File: src/rtl/mrs_pkg.sv
`default_nettype none
// ----------------------------------------------------------------------------
// mrs_pkg
// Shared constants and helper functions for the serial slave responder:
// function codes, reset values, register reset table and CRC-16 update.
// ----------------------------------------------------------------------------
package mrs_pkg;

  localparam int unsigned NUM_REGS_DEFAULT = 10;

  localparam logic [7:0] SLAVE_ADDR_RESET = 8'h01;

  localparam logic [7:0] FC_READ_COILS    = 8'h01;
  localparam logic [7:0] FC_READ_DISCRETE = 8'h02;
  localparam logic [7:0] FC_READ_HOLDING  = 8'h03;
  localparam logic [7:0] FC_READ_INPUT    = 8'h04;
  localparam logic [7:0] FC_WRITE_SINGLE  = 8'h06;

  localparam logic [15:0] CRC_INIT = 16'hFFFF;
  localparam logic [15:0] CRC_POLY = 16'hA001;

  localparam logic [15:0] COIL_BITS_RESET     = 16'h0315;
  localparam logic [15:0] DISCRETE_BITS_RESET = 16'h0315;

  function automatic logic [15:0] reg_reset_val(input logic [3:0] idx);
    logic [15:0] v;
    unique case (idx)
      4'd0:    v = 16'd1234;
      4'd1:    v = 16'd4567;
      4'd2:    v = 16'd6789;
      4'd3:    v = 16'd9876;
      4'd4:    v = 16'd6543;
      4'd5:    v = 16'd4321;
      4'd6:    v = 16'd3210;
      4'd7:    v = 16'd2221;
      4'd8:    v = 16'd2580;
      4'd9:    v = 16'd9156;
      default: v = 16'd0;
    endcase
    return v;
  endfunction

  function automatic logic [15:0] crc_byte(input logic [15:0] crc, input logic [7:0] b);
    logic [15:0] c;
    c = crc ^ {8'h00, b};
    for (int k = 0; k < 8; k++) begin
      if (c[0]) begin
        c = (c >> 1) ^ CRC_POLY;
      end else begin
        c = c >> 1;
      end
    end
    return c;
  endfunction

endpackage
`default_nettype wire

File: src/rtl/modbus_rtu_slave_responder.sv
`default_nettype none
// Timing: the eighth request byte is decoded in the cycle after it is taken; then one response
// item leaves per cycle unless out_ready stalls the output; register reads also pass through
// an extra state (S_RD) per register for the synchronous holding memory read.
// Framing: 8 request items per frame, response length 0 to 25 items at NUM_REGS = 10; no new item is
// taken until the last response item is in the output register.
// Reset: synchronous; position, state, valid bits and output valid clear; address returns to 1.
// ----------------------------------------------------------------------------
// modbus_rtu_slave_responder
// Groups received bytes into eight-byte requests, serves bit reads, register
// reads and single register writes, and streams the reply with its CRC-16.
// ----------------------------------------------------------------------------
module modbus_rtu_slave_responder #(
  parameter int unsigned NUM_REGS = mrs_pkg::NUM_REGS_DEFAULT
) (
  input  wire logic       clk,
  input  wire logic       rst,
  input  wire logic       in_valid,
  output logic            in_ready,
  input  wire logic [7:0] rx_byte,
  output logic            out_valid,
  input  wire logic       out_ready,
  output logic      [7:0] tx_byte,
  output logic            frame_end,
  input  wire logic       cfg_valid,
  output logic            cfg_ready,
  input  wire logic [7:0] slave_address
);

  localparam int unsigned IW = (NUM_REGS > 1) ? $clog2(NUM_REGS) : 1;
  localparam int unsigned QW = $clog2(NUM_REGS + 1);

  localparam logic [3:0] S_IDLE   = 4'd0;
  localparam logic [3:0] S_DECODE = 4'd1;
  localparam logic [3:0] S_HDR    = 4'd2;
  localparam logic [3:0] S_COIL   = 4'd3;
  localparam logic [3:0] S_RD     = 4'd4;
  localparam logic [3:0] S_HI     = 4'd5;
  localparam logic [3:0] S_LO     = 4'd6;
  localparam logic [3:0] S_CRC_LO = 4'd7;
  localparam logic [3:0] S_CRC_HI = 4'd8;

  localparam logic [1:0] K_COIL = 2'd0;
  localparam logic [1:0] K_REG  = 2'd1;
  localparam logic [1:0] K_ECHO = 2'd2;

  logic [3:0]  state;
  logic [7:0]  station_addr;
  logic [7:0]  frame [7];
  logic [2:0]  pos;
  logic [1:0]  kind;
  logic [2:0]  hdr_idx;
  logic [7:0]  fc_r;
  logic [7:0]  count_r;
  logic [15:0] coil_word;
  logic        coil_idx;
  logic [1:0]  coil_left;
  logic [IW-1:0] rd_idx;
  logic [QW-1:0] rd_left;
  logic        rd_input;
  logic [15:0] crc;

  logic [15:0]         holding_mem [NUM_REGS];
  logic [NUM_REGS-1:0] hold_valid;
  logic [15:0]         mem_q;
  logic                mem_q_valid;
  logic [15:0]         mem_q_def;
  logic                mem_q_input;

  logic [15:0] rd_word;
  logic        slot_free;
  logic        emit_go;
  logic        emit_crc;
  logic        emit_end;
  logic [7:0]  emit_byte;
  logic [7:0]  hdr_byte;

  logic [7:0]  dec_fc;
  logic [15:0] dec_addr;
  logic [15:0] dec_qty;
  logic [16:0] dec_sum;
  logic        dec_range_ok;
  logic [QW-1:0] dec_qn;
  logic [5:0]  dec_bc;
  logic [15:0] dec_bits;
  logic        mem_we;

  assign in_ready  = (state == S_IDLE);
  assign cfg_ready = 1'b1;
  assign slot_free = !out_valid || out_ready;

  assign dec_fc       = frame[1];
  assign dec_addr     = {frame[2], frame[3]};
  assign dec_qty      = {frame[4], frame[5]};
  assign dec_sum      = {1'b0, dec_addr} + {1'b0, dec_qty};
  assign dec_range_ok = (dec_sum <= 17'(NUM_REGS));
  assign dec_qn       = dec_qty[QW-1:0];
  assign dec_bc       = (6'(dec_qn) + 6'd7) >> 3;
  assign dec_bits     = (dec_fc == mrs_pkg::FC_READ_COILS) ? mrs_pkg::COIL_BITS_RESET
                                                           : mrs_pkg::DISCRETE_BITS_RESET;
  assign mem_we       = (state == S_DECODE) && (frame[0] == station_addr)
                        && (dec_fc == mrs_pkg::FC_WRITE_SINGLE)
                        && (dec_addr < 16'(NUM_REGS));

  assign rd_word = (mem_q_input || !mem_q_valid) ? mem_q_def : mem_q;

  // holding register memory; undefined entries, and every input register read, return reset values
  always_ff @(posedge clk) begin
    if (mem_we) begin
      holding_mem[dec_addr[IW-1:0]] <= dec_qty;
    end
    if (state == S_RD) begin
      mem_q       <= holding_mem[rd_idx];
      mem_q_valid <= hold_valid[rd_idx];
      mem_q_def   <= mrs_pkg::reg_reset_val(4'(rd_idx));
      mem_q_input <= rd_input;
    end
  end

  always_ff @(posedge clk) begin
    if (rst) begin
      hold_valid <= '0;
    end else if (mem_we) begin
      hold_valid[dec_addr[IW-1:0]] <= 1'b1;
    end
  end

  always_comb begin
    unique case (hdr_idx)
      3'd0:    hdr_byte = station_addr;
      3'd1:    hdr_byte = fc_r;
      default: hdr_byte = count_r;
    endcase
    if (kind == K_ECHO) begin
      hdr_byte = (hdr_idx < 3'd6) ? frame[hdr_idx] : 8'h00;
    end
  end

  always_comb begin
    emit_go   = 1'b0;
    emit_crc  = 1'b1;
    emit_end  = 1'b0;
    emit_byte = 8'h00;
    unique case (state)
      S_HDR: begin
        emit_go   = slot_free;
        emit_byte = hdr_byte;
      end
      S_COIL: begin
        emit_go   = slot_free;
        emit_byte = coil_idx ? coil_word[15:8] : coil_word[7:0];
      end
      S_HI: begin
        emit_go   = slot_free;
        emit_byte = rd_word[15:8];
      end
      S_LO: begin
        emit_go   = slot_free;
        emit_byte = rd_word[7:0];
      end
      S_CRC_LO: begin
        emit_go   = slot_free;
        emit_crc  = 1'b0;
        emit_byte = crc[7:0];
      end
      S_CRC_HI: begin
        emit_go   = slot_free;
        emit_crc  = 1'b0;
        emit_end  = 1'b1;
        emit_byte = crc[15:8];
      end
      default: begin
        emit_go = 1'b0;
      end
    endcase
  end

  always_ff @(posedge clk) begin
    if (rst) begin
      out_valid <= 1'b0;
    end else if (emit_go) begin
      out_valid <= 1'b1;
    end else if (out_ready) begin
      out_valid <= 1'b0;
    end
    if (emit_go) begin
      tx_byte   <= emit_byte;
      frame_end <= emit_end;
      if (emit_crc) begin
        crc <= mrs_pkg::crc_byte(crc, emit_byte);
      end
    end else if (state == S_DECODE) begin
      crc <= mrs_pkg::CRC_INIT;
    end
  end

  always_ff @(posedge clk) begin
    if (rst) begin
      station_addr <= mrs_pkg::SLAVE_ADDR_RESET;
    end else if (cfg_valid) begin
      station_addr <= slave_address;
    end
  end

  always_ff @(posedge clk) begin
    if (in_valid && in_ready && pos != 3'd7) begin
      frame[pos] <= rx_byte;
    end
  end

  always_ff @(posedge clk) begin
    if (rst) begin
      state <= S_IDLE;
      pos   <= 3'd0;
    end else begin
      unique case (state)
        S_IDLE: begin
          if (in_valid) begin
            if (pos == 3'd7) begin
              pos   <= 3'd0;
              state <= S_DECODE;
            end else begin
              pos <= pos + 3'd1;
            end
          end
        end
        S_DECODE: begin
          hdr_idx   <= 3'd0;
          fc_r      <= dec_fc;
          coil_idx  <= 1'b0;
          coil_left <= dec_bc[1:0];
          coil_word <= (dec_bits >> dec_addr[3:0]) & 16'(~(17'h1FFFF << dec_qn));
          rd_idx    <= dec_addr[IW-1:0];
          rd_left   <= dec_qn;
          rd_input  <= (dec_fc == mrs_pkg::FC_READ_INPUT);
          if (frame[0] != station_addr) begin
            state <= S_IDLE;
          end else if ((dec_fc == mrs_pkg::FC_READ_COILS
                        || dec_fc == mrs_pkg::FC_READ_DISCRETE) && dec_range_ok) begin
            kind    <= K_COIL;
            count_r <= 8'(dec_bc);
            state   <= S_HDR;
          end else if ((dec_fc == mrs_pkg::FC_READ_HOLDING
                        || dec_fc == mrs_pkg::FC_READ_INPUT) && dec_range_ok) begin
            kind    <= K_REG;
            count_r <= 8'({dec_qn, 1'b0});
            state   <= S_HDR;
          end else if (dec_fc == mrs_pkg::FC_WRITE_SINGLE) begin
            kind  <= K_ECHO;
            state <= S_HDR;
          end else begin
            state <= S_IDLE;
          end
        end
        S_HDR: begin
          if (emit_go) begin
            hdr_idx <= hdr_idx + 3'd1;
            if (kind == K_ECHO) begin
              if (hdr_idx == 3'd5) begin
                state <= S_CRC_LO;
              end
            end else if (hdr_idx == 3'd2) begin
              if (kind == K_COIL) begin
                state <= (coil_left == 2'd0) ? S_CRC_LO : S_COIL;
              end else begin
                state <= (rd_left == '0) ? S_CRC_LO : S_RD;
              end
            end
          end
        end
        S_COIL: begin
          if (emit_go) begin
            coil_idx  <= 1'b1;
            coil_left <= coil_left - 2'd1;
            if (coil_left == 2'd1) begin
              state <= S_CRC_LO;
            end
          end
        end
        S_RD: begin
          state <= S_HI;
        end
        S_HI: begin
          if (emit_go) begin
            state <= S_LO;
          end
        end
        S_LO: begin
          if (emit_go) begin
            rd_idx  <= rd_idx + IW'(1);
            rd_left <= rd_left - QW'(1);
            state   <= (rd_left == QW'(1)) ? S_CRC_LO : S_RD;
          end
        end
        S_CRC_LO: begin
          if (emit_go) begin
            state <= S_CRC_HI;
          end
        end
        S_CRC_HI: begin
          if (emit_go) begin
            state <= S_IDLE;
          end
        end
        default: begin
          state <= S_IDLE;
        end
      endcase
    end
  end

endmodule
`default_nettype wire

File: config.mk
export PLATFORM = sky130hd
export DESIGN_NAME = modbus_rtu_slave_responder
export DESIGN_NICKNAME = d
export VERILOG_FILES = /design/src/rtl/mrs_pkg.sv /design/src/rtl/modbus_rtu_slave_responder.sv
export SDC_FILE = /design/constraint.sdc
export NUM_CORES = 1
export LEC_CHECK = 0
export ABC_CLOCK_PERIOD_IN_PS = 5900
export BUFFER_PORTS_ARGS = -buffer_cell sky130_fd_sc_hd__buf_2
export CORE_MARGIN = 8
export CORE_UTILIZATION = 45
export CTS_BUF_LIST = sky130_fd_sc_hd__clkbuf_2 sky130_fd_sc_hd__clkbuf_4 sky130_fd_sc_hd__clkbuf_8
export CTS_CLUSTER_SIZE = 16
export DETAILED_ROUTE_END_ITERATION = 7
export PLACE_DENSITY_LB_ADDON = 0.12
export SLEW_MARGIN = 20
export SYNTH_ARGS = -nofsm -noshare
export SYNTH_HDL_FRONTEND = slang
export SYNTH_SLANG_ARGS = --single-unit
File: constraint.sdc
create_clock -name clk -period 5.9 [get_ports clk]
set_input_delay 0.885 -clock clk [delete_from_list [all_inputs] [get_ports clk]]
set_output_delay 0.885 -clock clk [all_outputs]
set_load 0.01 [all_outputs]
==> results.cfg <==
[outcome]
run_status = completed

[global_route]
grt.total_usage = 0.194
wire_length_of_the_first_global_routing_pass_mm = 60.3
grtUsageMet1 = 0.279
globalRoute.busiestLayer = met2
grtUsageMet3 = 0.0335
grt_start_max_net_pins = 51
groute.layer.met2.usage = 0.291
antenna_found_initial = 1
grt_remaining_overflow = 0
vias_in_the_first_global_route = 9308

[floorplanning]
initial_utilization = 0.458
io_pins = 33
core_area_um2 = 34600
full_die_area_um2 = 41500
die_w_um = 204
dieHeight_um = 204
rows = 68

[pwr]
net-switching-power_mw = 1.15
power.combinational.fraction = 0.041
powerDensity_nw_per_um2 = 289
peakVddDrop_mv = 0.172
power.switching_fraction = 0.226
internal-power_mw = 3.96
seqPwrFrac = 0.539
fin_total_pwr_mw = 5.11
cellLeakagePower_nw = 6.15
power_frac_clock = 0.419

[clock_network]
cts_post_setup_buffers_inserted = 0
cts_inserted_buffers = 58
cts_tree = yes
cts.root.buffer_cell = sky130_fd_sc_hd__clkbuf_8
htree_levels = 2
cts.repair.resized = 0
cts_hold_buffers = 0
clk_pin_slew_ns = 0.06
clockBufferDepth = 3
clk-insertion-delay-late_ns = 0.65
sinks_on_the_clock_net = 350

[setup_path]
crit-reg2reg-launch = frame[5][1]
critPathLaunchType = flip-flop
reg2reg_slack_ns = 1.82
timing.critical_path.slowest_stage_cell = sky130_fd_sc_hd__edfxtp_1
r2r_cells = 10
r2r_end = count_r[2]
timing.critical_path.arrival_ns = 4.36
crit_path_max_incr_delay_ns = 0.85
worst-path-max-fanout = 22
timing.critical_path.cells = ha_1 -> a21o_1 -> a21oi_1 -> o21ai_0 -> a31o_2 -> mux2i_1 -> a2111oi_1 -> and3_1 -> nand3_1 -> nor2_1
worstPathRequired_ns = 6.18
critPathCaptureType = flip-flop
crit_type = reg -> reg

[yosys]
yosysWarnings = 0
seq_area_frac_synth = 0.644
postSynthRegisterBits = 350
syn-instance-count = 1106
post_synth.cell_area_avg_um2 = 14.3
post_synth_instance_area_um2 = 15900
postSynth.topFlopCell = sky130_fd_sc_hd__edfxtp_1
post_synth_num_cell_types = 82
asyncSetResetFlopFracSynth = 0
synth_nets = 1166
post_synth_edffs = 321

[sta]
number_of_slew_limit_violations_in_the_final_report = 0
timing.clock.skew_ns = 0.0292
time_the_final_worst_path_needs_with_i_o_delays_and_setup_ns = 4.08
setup_tns_ns = 0
max-slew-margin-rel = 0.277
worst_slack_ns = 1.82
share_of_the_clock_period_used_by_the_worst_path_after_layout = 0.691
max_freq_mhz = 245
hold_violations = 0
worst_slew_pin_slew_ns = 1.08
grt_setup_unrepaired = false
finalSetupViolations = 0

[placement]
port-buffer-count = 31
placed_area_um2 = 16500
place.detailed.hpwl_mm = 25.9
place_ws_ns = 1.93
gp_congestion = 0.895

[hold_path]
worstHoldStart = rd_input
hold_end = mem_q_input
timing.hold.worst_path_depth = 0
min-delay-path-class = reg -> reg

[routing]
drc = 0
totalWireLength_mm = 40.0
vias = 9412
detail_route.first_pass.iterations = 5
drt-initial-drc-count = 767
routed_wire_length_per_instance_um = 24.0
vias_per_cell = 5.66
route.antenna.remaining_nets = 0

[layout]
area_growth_syn_to_layout_pct = 11.4
diodes = 0
final_net_count = 1219
fin_area_um2 = 17700
final_layout_size_suffix_gt1_frac = 0.184
nFillCells = 2953

[run]
drv_cap = 0
-- worst max-delay path by stage --
stage / from / end / slack [ns] / depth (start not counted)
floorplan: state[2] / mem_q[0] / 1.25 / 3
CTS: frame[5][2] / count_r[2] / 1.88 / 10
global route: frame[5][1] / count_r[2] / 1.56 / 10
finish: frame[5][1] / count_r[2] / 1.82 / 10
global placement: frame[5][2] / count_r[1] / 2.06 / 10
detailed placement: frame[5][2] / count_r[2] / 1.93 / 10
-- final cells by class --
class | count | area, µm² | area share
clock inverters | 21 | 126 | 0.00715
clock buffers | 88 | 1060 | 0.0600
repair buffers | 48 | 303 | 0.0171
multi-input cells | 678 | 5310 | 0.300
well taps | 455 | 569 | 0.0322
flip-flops and latches | 350 | 10200 | 0.578
inverters | 23 | 86.3 | 0.00489
-- cells in the final DEF (no fill, tap or decap), types with 7 or more instances in the layout --
master and instances:
sky130_fd_sc_hd__a21o_1 7, sky130_fd_sc_hd__ha_1 38, sky130_fd_sc_hd__nand3_1 11, sky130_fd_sc_hd__mux2_2 7, sky130_fd_sc_hd__clkbuf_4 24, sky130_fd_sc_hd__nand2_1 80, sky130_fd_sc_hd__nor3_1 11, sky130_fd_sc_hd__a22oi_1 11
sky130_fd_sc_hd__edfxtp_1 321, sky130_fd_sc_hd__buf_4 15, sky130_fd_sc_hd__o22ai_1 10, sky130_fd_sc_hd__nand2b_1 16, sky130_fd_sc_hd__clkinv_1 10, sky130_fd_sc_hd__o211ai_1 8, sky130_fd_sc_hd__nor2_1 92, sky130_fd_sc_hd__mux4_2 40
sky130_fd_sc_hd__buf_2 31, sky130_fd_sc_hd__nor4_1 8, sky130_fd_sc_hd__clkbuf_8 64, sky130_fd_sc_hd__o21ai_0 33, sky130_fd_sc_hd__xnor2_1 20, sky130_fd_sc_hd__dfxtp_1 29, sky130_fd_sc_hd__inv_1 23, sky130_fd_sc_hd__a211oi_1 22
sky130_fd_sc_hd__nor2b_1 10, sky130_fd_sc_hd__xor2_1 13, sky130_fd_sc_hd__mux2i_1 63, sky130_fd_sc_hd__a21oi_1 47, sky130_fd_sc_hd__and3_1 9, sky130_fd_sc_hd__and2_1 26
-- flip-flops by register name, summed over array words and instances, names as in the netlist, named ones only --
register / flops
rd_left: 4
holding_mem: 160
hold_valid: 10
mem_q_def: 14
hdr_idx: 3
state: 4
coil_word: 10
coil_idx: 1
mem_q_valid: 1
frame: 64
crc: 16
station_addr: 8
mem_q_input: 1
rd_input: 1
kind: 2
fc_r: 8
count_r: 5
tx_byte: 8
out_valid: 1
pos: 3
coil_left: 2
mem_q: 16
rd_idx: 4
frame_end: 1
-- cells in the mapped netlist (7+ instances only) --
master / count / share of area
sky130_fd_sc_hd__a211oi_1: 22 / 0.010
sky130_fd_sc_hd__clkbuf_1: 28 / 0.0066
sky130_fd_sc_hd__inv_1: 23 / 0.0054
sky130_fd_sc_hd__nand2_1: 80 / 0.019
sky130_fd_sc_hd__nor2b_1: 10 / 0.0039
sky130_fd_sc_hd__xnor2_1: 20 / 0.011
sky130_fd_sc_hd__a21oi_1: 47 / 0.015
sky130_fd_sc_hd__nor4_1: 8 / 0.0032
sky130_fd_sc_hd__edfxtp_1: 321 / 0.61
sky130_fd_sc_hd__a21o_1: 7 / 0.0033
sky130_fd_sc_hd__nor2_1: 92 / 0.022
sky130_fd_sc_hd__o22ai_1: 10 / 0.0039
sky130_fd_sc_hd__mux2_2: 7 / 0.0050
sky130_fd_sc_hd__nor3_1: 13 / 0.0041
sky130_fd_sc_hd__o211ai_1: 8 / 0.0038
sky130_fd_sc_hd__nand3_1: 11 / 0.0035
sky130_fd_sc_hd__mux2i_1: 63 / 0.040
sky130_fd_sc_hd__dfxtp_1: 29 / 0.037
sky130_fd_sc_hd__o21ai_0: 33 / 0.010
sky130_fd_sc_hd__mux4_2: 40 / 0.057
sky130_fd_sc_hd__nand2b_1: 16 / 0.0063
sky130_fd_sc_hd__ha_1: 38 / 0.030
sky130_fd_sc_hd__a22oi_1: 11 / 0.0052
sky130_fd_sc_hd__and3_1: 11 / 0.0043
sky130_fd_sc_hd__xor2_1: 13 / 0.0072
sky130_fd_sc_hd__and2_1: 26 / 0.010
sky130_fd_sc_hd__buf_1: 11 / 0.0026
-- power by group through the flow --
| stage | sequential, mW | clock [mW] | combinational (mW) |
|---|---|---|---|
| finish | 2.76 | 2.14 | 0.210 |
| global route | 2.76 | 2.30 | 0.229 |
| CTS | 2.76 | 2.20 | 0.210 |
| detailed placement | 2.81 | 0 | 0.209 |
| global placement | 2.81 | 0 | 0.209 |
| floorplan | 2.78 | 0 | 0.152 |
-- metrics by stage --
step	std cells	utilization	hold WS, ns
floorplan	1106	-	0.400
global placement	1553	0.475	0.446
detailed placement	1553	0.475	0.440
CTS	1662	0.510	0.415
global route	1663	0.510	0.454
finish	1663	0.510	0.458
-- kinds of logic after synthesis --
logic type / synth area share
other: 0.000236
AND/OR/NAND/NOR: 0.0992
adder cells (fa/ha/maj): 0.0312
buffers and inverters: 0.0226
multiplexers: 0.105
XOR/XNOR: 0.0211
flip-flops: 0.644
AO/OA/AOI/OAI: 0.0762
-- critical path, delay by kind of cell (launching register included) --
family	cells	cell delay, ns
compound gates	5	1.61
flops	1	0.85
simple gates	3	0.75
fa+ha+maj	1	0.36
mux	1	0.15
-- per-layer routing --
layer	up-vias	wire length, µm
met5	-	0
met2	248	17900
li1	4349	-
met1	4751	19000
met3	64	2050
met4	0	1050
No activity file was read; power rests on OpenSTA's default activity.
